<file path="src/rtl/bsc_pkg.sv">
`default_nettype none
package bsc_pkg;

  // fixed shape of the process tables and the pool
  localparam int NRES        = 3;
  localparam int RES_W       = 8;
  localparam int POOL_W      = 13;
  localparam int TABLE_DEPTH = 16;
  localparam int IDX_W       = 4;
  localparam int CNT_W       = 5;
  localparam int CFG_ADDR_W  = 2;

  localparam logic [POOL_W-1:0] POOL_MAX = {POOL_W{1'b1}};

  // configuration register indexes
  localparam logic [CFG_ADDR_W-1:0] CFG_FREE_A = 2'd0;
  localparam logic [CFG_ADDR_W-1:0] CFG_FREE_B = 2'd1;
  localparam logic [CFG_ADDR_W-1:0] CFG_FREE_C = 2'd2;

  typedef logic [RES_W-1:0]  res_t;
  typedef logic [POOL_W-1:0] pool_t;
  typedef res_t  [NRES-1:0]  res3_t;
  typedef pool_t [NRES-1:0]  pool3_t;

  // result of one check of a table entry against the pool
  typedef struct packed {
    logic   fits;
    pool3_t sum;
  } alu_res_t;

  typedef enum logic [2:0] {
    S_IDLE = 3'b001,
    S_SCAN = 3'b010,
    S_OUT  = 3'b100
  } state_t;

endpackage
`default_nettype wire

</file>
<file path="src/rtl/bsc_alu.sv">
`default_nettype none
module bsc_alu (
  input  var bsc_pkg::res3_t    need,
  input  var bsc_pkg::res3_t    held,
  input  var bsc_pkg::pool3_t   pool,
  output var bsc_pkg::alu_res_t res
);
  import bsc_pkg::*;

  // need-fits compare and saturating pool add, per resource
  always_comb begin
    logic [POOL_W:0] s;
    res.fits = 1'b1;
    for (int r = 0; r < NRES; r++) begin
      if ({{(POOL_W-RES_W){1'b0}}, need[r]} > pool[r]) begin
        res.fits = 1'b0;
      end
      s = {1'b0, pool[r]} + {{(POOL_W-RES_W+1){1'b0}}, held[r]};
      res.sum[r] = s[POOL_W] ? POOL_MAX : s[POOL_W-1:0];
    end
  end

endmodule
`default_nettype wire

</file>
<file path="src/rtl/bankers_safety_check_top.sv">
`default_nettype none
// Loading: one process record per cycle while s_tready is high.
// Search: each pass scans the stored entries one per cycle through the shared
// check unit and stops at the first entry that fits or after the last entry.
// The block takes no record after the final one until the last result is taken.
// rst (synchronous) clears the free registers, pool, record count and done mask.
module bankers_safety_check_top #(
  parameter int MAX_PROCESSES = 16
) (
  input  wire                              clk,
  input  wire                              rst,
  input  wire                              cfg_we,
  input  wire [bsc_pkg::CFG_ADDR_W-1:0]    cfg_addr,
  input  wire [bsc_pkg::RES_W-1:0]         cfg_wdata,
  input  wire                              s_tvalid,
  output logic                             s_tready,
  // max_a, max_b, max_c, held_a, held_b, held_c
  input  wire [47:0]                       s_tdata,
  input  wire                              s_tlast,
  output logic                             m_tvalid,
  input  wire                              m_tready,
  // process_index, zero fill
  output logic [7:0]                       m_tdata,
  // safe
  output logic [0:0]                       m_tuser,
  output logic                             m_tlast
);
  import bsc_pkg::*;

  localparam int CAP = (MAX_PROCESSES > TABLE_DEPTH) ? TABLE_DEPTH : MAX_PROCESSES;

  state_t             state;
  res3_t              free_regs;
  res3_t              need_tbl [TABLE_DEPTH];
  res3_t              held_tbl [TABLE_DEPTH];
  logic [TABLE_DEPTH-1:0] done_mask;
  pool3_t             pool;
  logic [CNT_W-1:0]   process_count;
  logic [CNT_W-1:0]   finished;
  logic [IDX_W-1:0]   ptr;
  logic [IDX_W-1:0]   out_idx;
  logic               out_safe;
  logic               out_last;

  res3_t              rec_need;
  res3_t              rec_held;
  alu_res_t           alu;
  logic               in_acc;
  logic               store;
  logic               cand;
  logic               ptr_last;
  logic [CNT_W-1:0]   finished_next;

  // unpack record and work out the need
  always_comb begin
    res_t mx;
    res_t hd;
    for (int r = 0; r < NRES; r++) begin
      mx = s_tdata[RES_W*r +: RES_W];
      hd = s_tdata[RES_W*(NRES+r) +: RES_W];
      rec_held[r] = hd;
      rec_need[r] = (mx > hd) ? res_t'(mx - hd) : '0;
    end
  end

  bsc_alu u_alu (
    .need (need_tbl[ptr]),
    .held (held_tbl[ptr]),
    .pool (pool),
    .res  (alu)
  );

  assign s_tready      = (state == S_IDLE);
  assign in_acc        = s_tvalid && s_tready;
  assign store         = in_acc && (process_count < CNT_W'(CAP));
  assign cand          = !done_mask[ptr] && alu.fits;
  assign ptr_last      = ({1'b0, ptr} == (process_count - CNT_W'(1)));
  assign finished_next = finished + CNT_W'(1);

  // record tables
  always_ff @(posedge clk) begin
    if (store) begin
      need_tbl[process_count[IDX_W-1:0]] <= rec_need;
      held_tbl[process_count[IDX_W-1:0]] <= rec_held;
    end
  end

  // free registers
  always_ff @(posedge clk) begin
    if (rst) begin
      free_regs <= '0;
    end else if (cfg_we) begin
      case (cfg_addr)
        CFG_FREE_A: free_regs[0] <= cfg_wdata;
        CFG_FREE_B: free_regs[1] <= cfg_wdata;
        CFG_FREE_C: free_regs[2] <= cfg_wdata;
        default: ;
      endcase
    end
  end

  // sequencer: load, scan passes, result hand-off
  always_ff @(posedge clk) begin
    if (rst) begin
      state         <= S_IDLE;
      done_mask     <= '0;
      pool          <= '0;
      process_count <= '0;
      finished      <= '0;
      ptr           <= '0;
      out_idx       <= '0;
      out_safe      <= 1'b0;
      out_last      <= 1'b0;
    end else begin
      case (state)
        S_IDLE: begin
          if (in_acc) begin
            if (store) begin
              process_count <= process_count + CNT_W'(1);
            end
            if (s_tlast) begin
              for (int r = 0; r < NRES; r++) begin
                pool[r] <= {{(POOL_W-RES_W){1'b0}}, free_regs[r]};
              end
              done_mask <= '0;
              finished  <= '0;
              ptr       <= '0;
              state     <= S_SCAN;
            end
          end
        end
        S_SCAN: begin
          if (cand) begin
            pool           <= alu.sum;
            done_mask[ptr] <= 1'b1;
            finished       <= finished_next;
            out_idx        <= ptr;
            out_safe       <= 1'b1;
            out_last       <= (finished_next == process_count);
            state          <= S_OUT;
          end else if (ptr_last) begin
            out_idx  <= '0;
            out_safe <= 1'b0;
            out_last <= 1'b1;
            state    <= S_OUT;
          end else begin
            ptr <= ptr + IDX_W'(1);
          end
        end
        S_OUT: begin
          if (m_tready) begin
            if (out_last) begin
              process_count <= '0;
              done_mask     <= '0;
              state         <= S_IDLE;
            end else begin
              ptr   <= '0;
              state <= S_SCAN;
            end
          end
        end
        default: state <= S_IDLE;
      endcase
    end
  end

  assign m_tvalid = (state == S_OUT);
  assign m_tdata  = {{(8-IDX_W){1'b0}}, out_idx};
  assign m_tuser  = out_safe;
  assign m_tlast  = out_last;

  // checks
  a_no_overlap: assert property (@(posedge clk) disable iff (rst)
    !(s_tready && m_tvalid))
    else $error("input taken while a result is pending");

  a_unsafe_is_last: assert property (@(posedge clk) disable iff (rst)
    (m_tvalid && !m_tuser[0]) |-> m_tlast)
    else $error("unsafe result not marked last");

  a_run_clears: assert property (@(posedge clk) disable iff (rst)
    (m_tvalid && m_tready && m_tlast) |=> (process_count == '0 && done_mask == '0))
    else $error("run state not cleared after final result");

  a_count_cap: assert property (@(posedge clk) disable iff (rst)
    process_count <= CNT_W'(CAP))
    else $error("record count beyond capacity");

endmodule
`default_nettype wire

</file>
<file path="config.mk">
export PLATFORM = sky130hd
export DESIGN_NAME = bankers_safety_check_top
export DESIGN_NICKNAME = d
export VERILOG_FILES = /design/src/rtl/bsc_pkg.sv /design/src/rtl/bsc_alu.sv /design/src/rtl/bankers_safety_check_top.sv
export SDC_FILE = /design/constraint.sdc
export NUM_CORES = 1
export LEC_CHECK = 0
export BUFFER_PORTS_ARGS = -buffer_cell sky130_fd_sc_hd__buf_2
export CORE_MARGIN = 1.5
export CORE_UTILIZATION = 60
export DETAILED_ROUTE_END_ITERATION = 7
export PLACE_DENSITY_LB_ADDON = 0.25
export REMOVE_ABC_BUFFERS = 1
export SKIP_CTS_REPAIR_TIMING = 1
export SYNTH_ARGS = -nofsm -noshare
export SYNTH_HDL_FRONTEND = slang
export SYNTH_SLANG_ARGS = --single-unit
</file>
<file path="constraint.sdc">
create_clock -name clk -period 6.3 [get_ports clk]
set_input_delay 0.63 -clock clk [delete_from_list [all_inputs] [get_ports clk]]
set_output_delay 0.63 -clock clk [all_outputs]
set_load 0.02 [all_outputs]
</file>
* Word-level counts from Yosys, hierarchy flattened *
Memory sizes are Yosys's and may differ from the RTL's. A register that Yosys moved wholly into a read port is not among the register bits.
Index checks and enable logic that the tools add are counted.

cells by class
  muxes and demuxes = 58
  bitwise logic cells = 1
  reduce and logical (&&, ||, !) cells = 19
  magnitude comparators = 9
  equal/unequal tests = 17
  add/subtract/negate cells = 10

operator list
  kind                                                              number
  39-bit 2-to-1 mux                                                 3
  16-bit 2-to-1 mux                                                 5
  39-bit one-hot mux with 2 select lines                            1
  4-bit 2-to-1 mux                                                  12
  16-bit one-hot mux with 3 select lines                            1
  13-bit by 8-bit adder with 14-bit output                          3
  8-bit by 13-bit greater-than comparator with 1-bit output         3
  13-bit 2-to-1 mux                                                 3
  5-bit 2-to-1 mux                                                  7
  8-bit greater-than comparator                                     3
  8-bit 2-to-1 mux                                                  3
  8-bit subtractor                                                  3
  5-bit one-hot mux with 2 select lines                             2
  16-bit OR                                                         1
  3-bit 2-to-1 mux                                                  5
  4-bit one-hot mux with 3 select lines                             1
  1-bit 2-to-1 mux                                                  11
  5-bit by 1-bit adder with 5-bit output (second input constant)    2
  2-bit by 1-bit != test with 1-bit output (second input constant)  5
  3-bit one-hot mux with 3 select lines                             1
  2-bit != test (second input constant)                             4
  2-bit AND reduction                                               4
  4-bit AND reduction                                               2
  7-bit AND reduction                                               1
  23 further kinds                                                  28

storage, ports and cells
  memories kept = 2
  register bits = 102
  word-level logic and storage cells = 130
  output and inout port bits = 12
  RAM bits = 768

memories
  name      depth  width  read ports  clocked after Yosys merged registers in  write ports  line                            RTL
  held_tbl  16     24     1           1                                        1            bankers_safety_check_top.sv:35  res3_t held_tbl [TABLE_DEPTH];
  need_tbl  16     24     1           1                                        1            bankers_safety_check_top.sv:34  res3_t need_tbl [TABLE_DEPTH];

* Depth between registers and ports, before layout *
Gate-level depths: netlist (run 1).

  word-level depth = 9
  mapped depth = 15

* By module *
From an unflattened synthesis (run 1), not the netlist that was laid out.

second synthesis, totals
  cells, all modules = 2,102
  area, all modules = 36,749.0 um^2

by module, submodules not included
  module                    area an instance (um^2)  times used  cells an instance  sequential area each (um^2)
  bankers_safety_check_top  34,486.8                 1           1,777              25,184.2
  bsc_alu                   2,262.2                  1           325                0.0

* Worst setup path after synthesis (run 1) *
OpenSTA, ideal clock, no wires.

  path type = input to register
  start = input port s_tvalid
  end = memory held_tbl[3][0] (netlist name), enable pin
  required time = 5,787 ps
  arrival time = 4,465 ps
  path slack = 1,322 ps
  path buffers = 0
  stages = 3
  cells stage by stage = nor3b_1 -> nand2_1 -> nor3_1

on the way
  word-level cells in the longest chain between the ends = 4

RTL lines
  what                                    line                            RTL
  start, declared                         bankers_safety_check_top.sv:15  input wire s_tvalid,
  1-bit logical AND                       bankers_safety_check_top.sv:74  assign in_acc = s_tvalid && s_tready;
  1-bit logical AND                       bankers_safety_check_top.sv:75  assign store = in_acc && (process_count < CNT_W'(CAP));
  1-bit 2-to-1 mux                        bankers_safety_check_top.sv:82  if (store) begin
  1-bit 2-to-1 mux (not written as such)  bankers_safety_check_top.sv:84  held_tbl[process_count[IDX_W-1:0]] <= rec_held;
  end, declared                           bankers_safety_check_top.sv:35

Every way passes these cells.

==> results.yml, run 1 <==
yosys:
  synth-edff-count: 768
  synth_top_area_share_pct: 63.3
  synth_ff_type: "edfxtp_1"
  syn_area_um2: 36400
  synth_cell_types: 65
  synth.yosys.warnings: 0
  synthCells: 2025
  ys_ff_latch: 874
  synth_area_per_cell_um2: 18.0
  ys_top_cells_by_count: "edfxtp_1, mux4_2, nor2_1"
  async_reset_ff_share_pct: 0
  synth_area_leaders: "edfxtp_1, mux4_2, dfxtp_1, ha_1, nor2_1"
  yosys.area.top_type: "edfxtp_1"
  synth_seq_area_share_pct: 69.1
  yosysMostFrequentCell: "edfxtp_1"
route:
  first_pass_iters: 5
  routed_wl_um: 84900
  drc_errors: 0
  via_per_inst: 6.65
  drt_iter0_drc: 2416
  post_drt_wl_per_cell_um: 28.3
  vias: 20000
  drtAntennaViolNets: 0
power:
  swShare_pct: 23.0
  total_leakage_power_nw: 13.4
  p_seq_share_pct: 50.6
  switchingPower_mw: 3.00
  ir_drop_v: 0.000236
  power_density_nw_per_um2: 319
  clock_power_share_pct: 39.3
  p_int_mw: 10.0
  power.total_mw: 13.0
  p_comb_share_pct: 10.1
cells_and_area:
  instances_no_fill: 2999
  antenna-diode-count: 0
  fin_nets: 2299
  area_delta_synth_final_pct: 12.0
  drive_gt1_share_pct: 23.9
flow_run:
  max_cap_violations: 0
timing:
  relSlewSlack_pct: 10.8
  min_period_over_period_pct: 82.6
  setup_viol: 0
  fin_worst_skew_ns: 0.0156
  rsz0062_at_grt: "false"
  final.setup.worst_slack_ns: 1.10
  hold_viol_final: 0
  drv_slew: 0
  worst_pin_slew_ns: 1.34
  fin_crit_ns: 5.20
  fmax_ghz: 0.192
global_route:
  overflow: 0
  grt_max_degree: 95
  antenna_found_initial: 4
  grt_pass1_vias: 20200
  grt_pass1_wl_um: 128000
  grt_usage_pct: 27.9
critical_path:
  cp-end-kind: "flip-flop"
  path_class: "flip-flop to flip-flop"
  r2r_cells: 12
  crit_fanout: 59
  cp_data_required_time_ns: 6.85
  crit_path_start_kind: "flip-flop"
  cp.arrival_ns: 5.76
clocking:
  clk_latency_ns: 0.63
  clockBufferDepth: 3
  cts_tree: "yes"
  path_clk_slew_ns: 0.06
  cts_root_buffer: "clkbuf_16"
  htreeDepth: 3
  numCtsBuffers: 86
  cts.sinks: 874
hold_path:
  holdPathStages: 3
  hold_class: "input port to flip-flop"
run_status:
  outcome: "complete, no violations"
floorplanning:
  fp-row-count: 90
  initial_core_util_pct: 60.5
  dieArea_um2: 62200
  die_h_um: 249
  core_um2: 60200
  die_w_um: 249
  ios: 76
place:
  dpl.cell_count: 2841
  hpwl_um: 46900
  place_ws_ns: 1.19
  portBuffers: 71
  place_congestion: 0.911
registers in the layout, summed over array words and instances, names as in the netlist, named ones only:
signal         flops
pool              39
m_tlast            1
ptr                4
done_mask         16
free_regs         24
state              3
finished           5
process_count      5
m_tuser            1
need_tbl         384
out_idx            4
held_tbl         384
layout by cell type (no fill, tap or decap), types with 13 or more instances in the layout:
master     instances
clkbuf_1          15
inv_1             81
buf_4             54
nand3_1           33
mux2i_1           28
nand2_1           51
clkinv_2          16
a21oi_1           49
nor2_1           108
mux4_2           244
a21o_1            18
a211oi_1          23
nor3_1            26
buf_2             71
clkbuf_16         91
clkinv_1          20
a31oi_1           13
o31ai_1           19
edfxtp_1         768
o21ai_0           51
dfxtp_1          102
ha_1              82
xnor2_1           24
a32o_1            19
worst max-delay path: stages, from the launching register on:
cell	delay [ns]
dfxtp_4	0.65
buf_12	0.44
mux4_2	0.56
mux4_2	0.48
ha_1	0.30
a211oi_1	0.27
o221ai_1	0.22
a21oi_1	0.26
o22ai_1	0.20
or3_1	0.42
buf_4	0.25
nor3_4	0.70
a32o_1	0.28
layer usage:
layer	GRT usage [%]	up-vias	share of wire, %
met5	0	-	0.068
met2	43.3	1016	48
met4	8.68	8	2.3
met3	5.14	162	9.5
met1	41.0	10300	41
li1	-	8443	-
logic make-up after synthesis:
kind of cell    synth area share, %
compound gates                 4.83
xor+xnor                      0.841
fa+ha+maj                      3.14
buf+inv                        1.95
flops                          69.1
mux                            15.8
other cells                  0.0103
simple gates                   4.27
final timing paths:
kind / from / to / slack (ns)
min reg2reg: done_mask[7] / done_mask[7] / 0.46
max: flip-flop / done_mask[11] / 1.10
max reg2reg: flip-flop / done_mask[11] / 1.10
min: cfg_wdata[0] / free_regs[0] / 0.31
metrics by stage:
stage / setup TNS [ns] / hold slack, ns / instance area [um2] / util [%]
after global placement: 0 / 0.442 / 38000 / 63.1
after CTS: 0 / 0.282 / 40800 / 67.8
after global routing: 0 / 0.300 / 40800 / 67.8
after detailed placement: 0 / 0.448 / 38000 / 63.1
final: 0 / 0.312 / 40800 / 67.8
after floorplan: -452.45 / 0.437 / 36000 / -
final cells by class:
class | count | area [um2]
Sequential cell | 874 | 25200
Fill cell | 3775 | 19400
Multi-Input combinational cell | 975 | 10700
Clock buffer | 108 | 2360
Tap cell | 782 | 978
Timing Repair Buffer | 129 | 841
Clock inverter | 50 | 459
Inverter | 81 | 304
power by group through the flow:
stage               registers [mW]  clock network (mW)  logic (mW)
floorplan                     6.74                   0       0.873
global placement              6.70                   0        1.26
detailed placement            6.71                   0        1.30
CTS                           6.59                5.18        1.31
global route                  6.60                5.40        1.43
finish                        6.59                5.11        1.32
Note: power is estimated with default switching activity, not from simulation.
==> run 2: changes to the inputs <==
--- a/config.mk
+++ b/config.mk
@@ -5,9 +5,10 @@
 export SDC_FILE = /design/constraint.sdc
 export NUM_CORES = 1
 export LEC_CHECK = 0
+export ABC_AREA = 1
 export BUFFER_PORTS_ARGS = -buffer_cell sky130_fd_sc_hd__buf_2
 export CORE_MARGIN = 1.5
-export CORE_UTILIZATION = 60
+export CORE_UTILIZATION = 57
 export DETAILED_ROUTE_END_ITERATION = 7
 export PLACE_DENSITY_LB_ADDON = 0.25
 export REMOVE_ABC_BUFFERS = 1
==> constraint.sdc (replaced) <==
create_clock -name clk -period 4.34 [get_ports clk]
set_input_delay 0.434 -clock clk [delete_from_list [all_inputs] [get_ports clk]]
set_output_delay 0.434 -clock clk [all_outputs]
set_load 0.02 [all_outputs]
==> run 2 against run 1 <==
  * Combinational power rose to 3.0 times the previous value
  * Clock skew rose by 0.015 ns
  * Count of clock-buffer cells in the layout up 5
  * Critical endpoint is now m_tlast
  * Largest power group unchanged
==> results.yml, run 2 <==
timing:
  fin_worst_skew_ns: 0.0303
  min_period_over_period_pct: 90.3
  hold_viol_final: 0
  rsz0062_at_grt: "false"
  worst_pin_slew_ns: 1.29
  fin_crit_ns: 3.92
  final.setup.worst_slack_ns: 0.423
  relSlewSlack_pct: 13.5
  fmax_ghz: 0.255
  setup_viol: 0
  drv_slew: 0
  timing.setup.tns_ns: 0
  hold_slack_ns: 0.120
place:
  portBuffers: 71
  hpwl_um: 55100
  dpl_cell_area_um2: 40000
  place_congestion: 0.914
  place_ws_ns: 0.476
  dpl.cell_count: 4107
cells_and_area:
  fin_nets: 3484
  final_cell_mix: "edfxtp_1, inv_1, nand2_1"
  layout_commonest_cell: "edfxtp_1"
  instances_no_fill: 4273
  final_cell_area_um2: 43000
  area_delta_synth_final_pct: 12.0
  drive_gt1_share_pct: 9.40
global_route:
  grt_max_degree: 86
  grt_pass1_vias: 24800
  grt_pass1_wl_um: 147000
  antenna_found_initial: 6
  overflow: 0
  grt_usage_pct: 28.0
critical_path:
  path_cells: "buf_4 > mux2i_1 > o21ai_0 > o211ai_1 > nand2_1 > ha_1 > nand2_1 > nor2_1 > nand2_1 > nand3_1 > nand2_1 > nand2_1 > nand2_1 > nand2_1 > nor2_4 > nand2_2 > clkinv_2 > o21ai_0 > nand2_1 > nor2_1"
  path_class: "flip-flop to flip-flop"
  crit_top_cell: "nand2_1"
  critPathMaxStageDelay_ns: 0.73
  cp-end-kind: "flip-flop"
  cp_data_required_time_ns: 4.90
  crit_fanout: 29
  cp.arrival_ns: 4.48
  critPathSlowestCell: "dfxtp_4"
  crit_path_start_kind: "flip-flop"
power:
  ir_drop_v: 0.000288
  power_density_nw_per_um2: 497
  total_leakage_power_nw: 15.3
floorplanning:
  initial_core_util_pct: 58.0
  fp-row-count: 94
  die_w_um: 263
  core_um2: 66200
  die_h_um: 263
  dieArea_um2: 68900
  ios: 76
clocking:
  clockBufferDepth: 3
  path_clk_slew_ns: 0.06
  numCtsBuffers: 87
  htreeDepth: 3
  cts.sinks: 874
  cts_tree: "yes"
  clk_latency_ns: 0.64
  cts_root_buffer: "clkbuf_16"
route:
  drc_errors: 0
  routed_wl_um: 96400
  drt_iter0_drc: 2774
  post_drt_wl_per_cell_um: 22.6
  via_per_inst: 5.97
  first_pass_iters: 6
  drtAntennaViolNets: 0
  vias: 25500
yosys:
  synth_area_leaders: "edfxtp_1, dfxtp_1, mux2i_1, o21ai_0, o211ai_1"
  synth_top_area_share_pct: 60.0
  yosys.area.top_type: "edfxtp_1"
  synth-edff-count: 768
  yosysMostFrequentCell: "edfxtp_1"
  synthCells: 3275
  synth.yosys.warnings: 0
  async_reset_ff_share_pct: 0
  ys_ff_latch: 874
  ys_top_cells_by_count: "edfxtp_1, inv_1, nand2_1"
  synth_area_per_cell_um2: 11.7
  synth_cell_types: 47
  synth_seq_area_share_pct: 65.6
  syn_area_um2: 38400
  synth_ff_type: "edfxtp_1"
flow_run:
  max_cap_violations: 0
run_status:
  outcome: "complete, no violations"
hold_path:
  hold_class: "input port to flip-flop"
==> run 2: per-stage QoR <==
step	power (mW)	util, %
floorplan	12.8	-
global placement	13.6	60.5
detailed placement	13.8	60.5
CTS	21.4	64.9
global route	22.3	64.9
finish	21.4	64.9
==> run 2: logic make-up (layout without fill, tap and decap cells) <==
group           Yosys count  after routing  share of synthesized area (%)
compound gates          799            799                           11.8
xor+xnor                 43             43                          0.981
fa+ha+maj                88             88                           2.98
buf+inv                 539            666                           5.58
flops                   874            874                           65.6
mux                     192            192                           5.00
other cells               1              8                        0.00976
simple gates            739            739                           8.04
==> run 2: routing by layer <==
metal	track usage [%]	wire length, um	share of wire (%)
met1	38.2	39700	41
met2	46.2	46500	48
met3	4.12	7640	7.9
met4	9.51	2590	2.7
met5	0	30	0.031
==> run 2: worst paths after layout <==
path                            slack (ns)         start      endpoint  depth (start not counted)
worst max-delay path                  0.42     flip-flop       m_tlast                         20
worst min register to register        0.45  done_mask[9]  done_mask[9]                          2
worst min-delay path                  0.12  cfg_wdata[6]  free_regs[6]                          3
worst max register to register        0.42     flip-flop       m_tlast                         20
==> run 2: cell type report <==
class                           instances  area (um2)
Multi-Input combinational cell       1865       11200
Fill cell                            4865       23200
Clock buffer                          113        2420
Sequential cell                       874       25200
Inverter                              368        1390
Tap cell                              864        1080
Timing Repair Buffer                  136        1160
Clock inverter                         49         533
Antenna cell                            4        10.0
==> run 2: worst max-delay path, delay by kind of cell, from the launching register on <==
family                     cells  cell delay [ns]
buffers and inverters          2             0.78
DFF                            1             0.73
and+or+nand+nor               13             1.28
AOI/OAI and AO/OA              3             0.48
adders and majority gates      1             0.31
muxes                          1             0.23
==> run 2: report_power, final <==
group	internal (mW)	switching [mW]	leakage, nW	total (mW)
sequential	9.56	0.161	7.86	9.72
clock	4.60	3.14	1.44	7.74
combinational	1.30	2.62	6.05	3.92
total	15.5	5.92	15.3	21.4
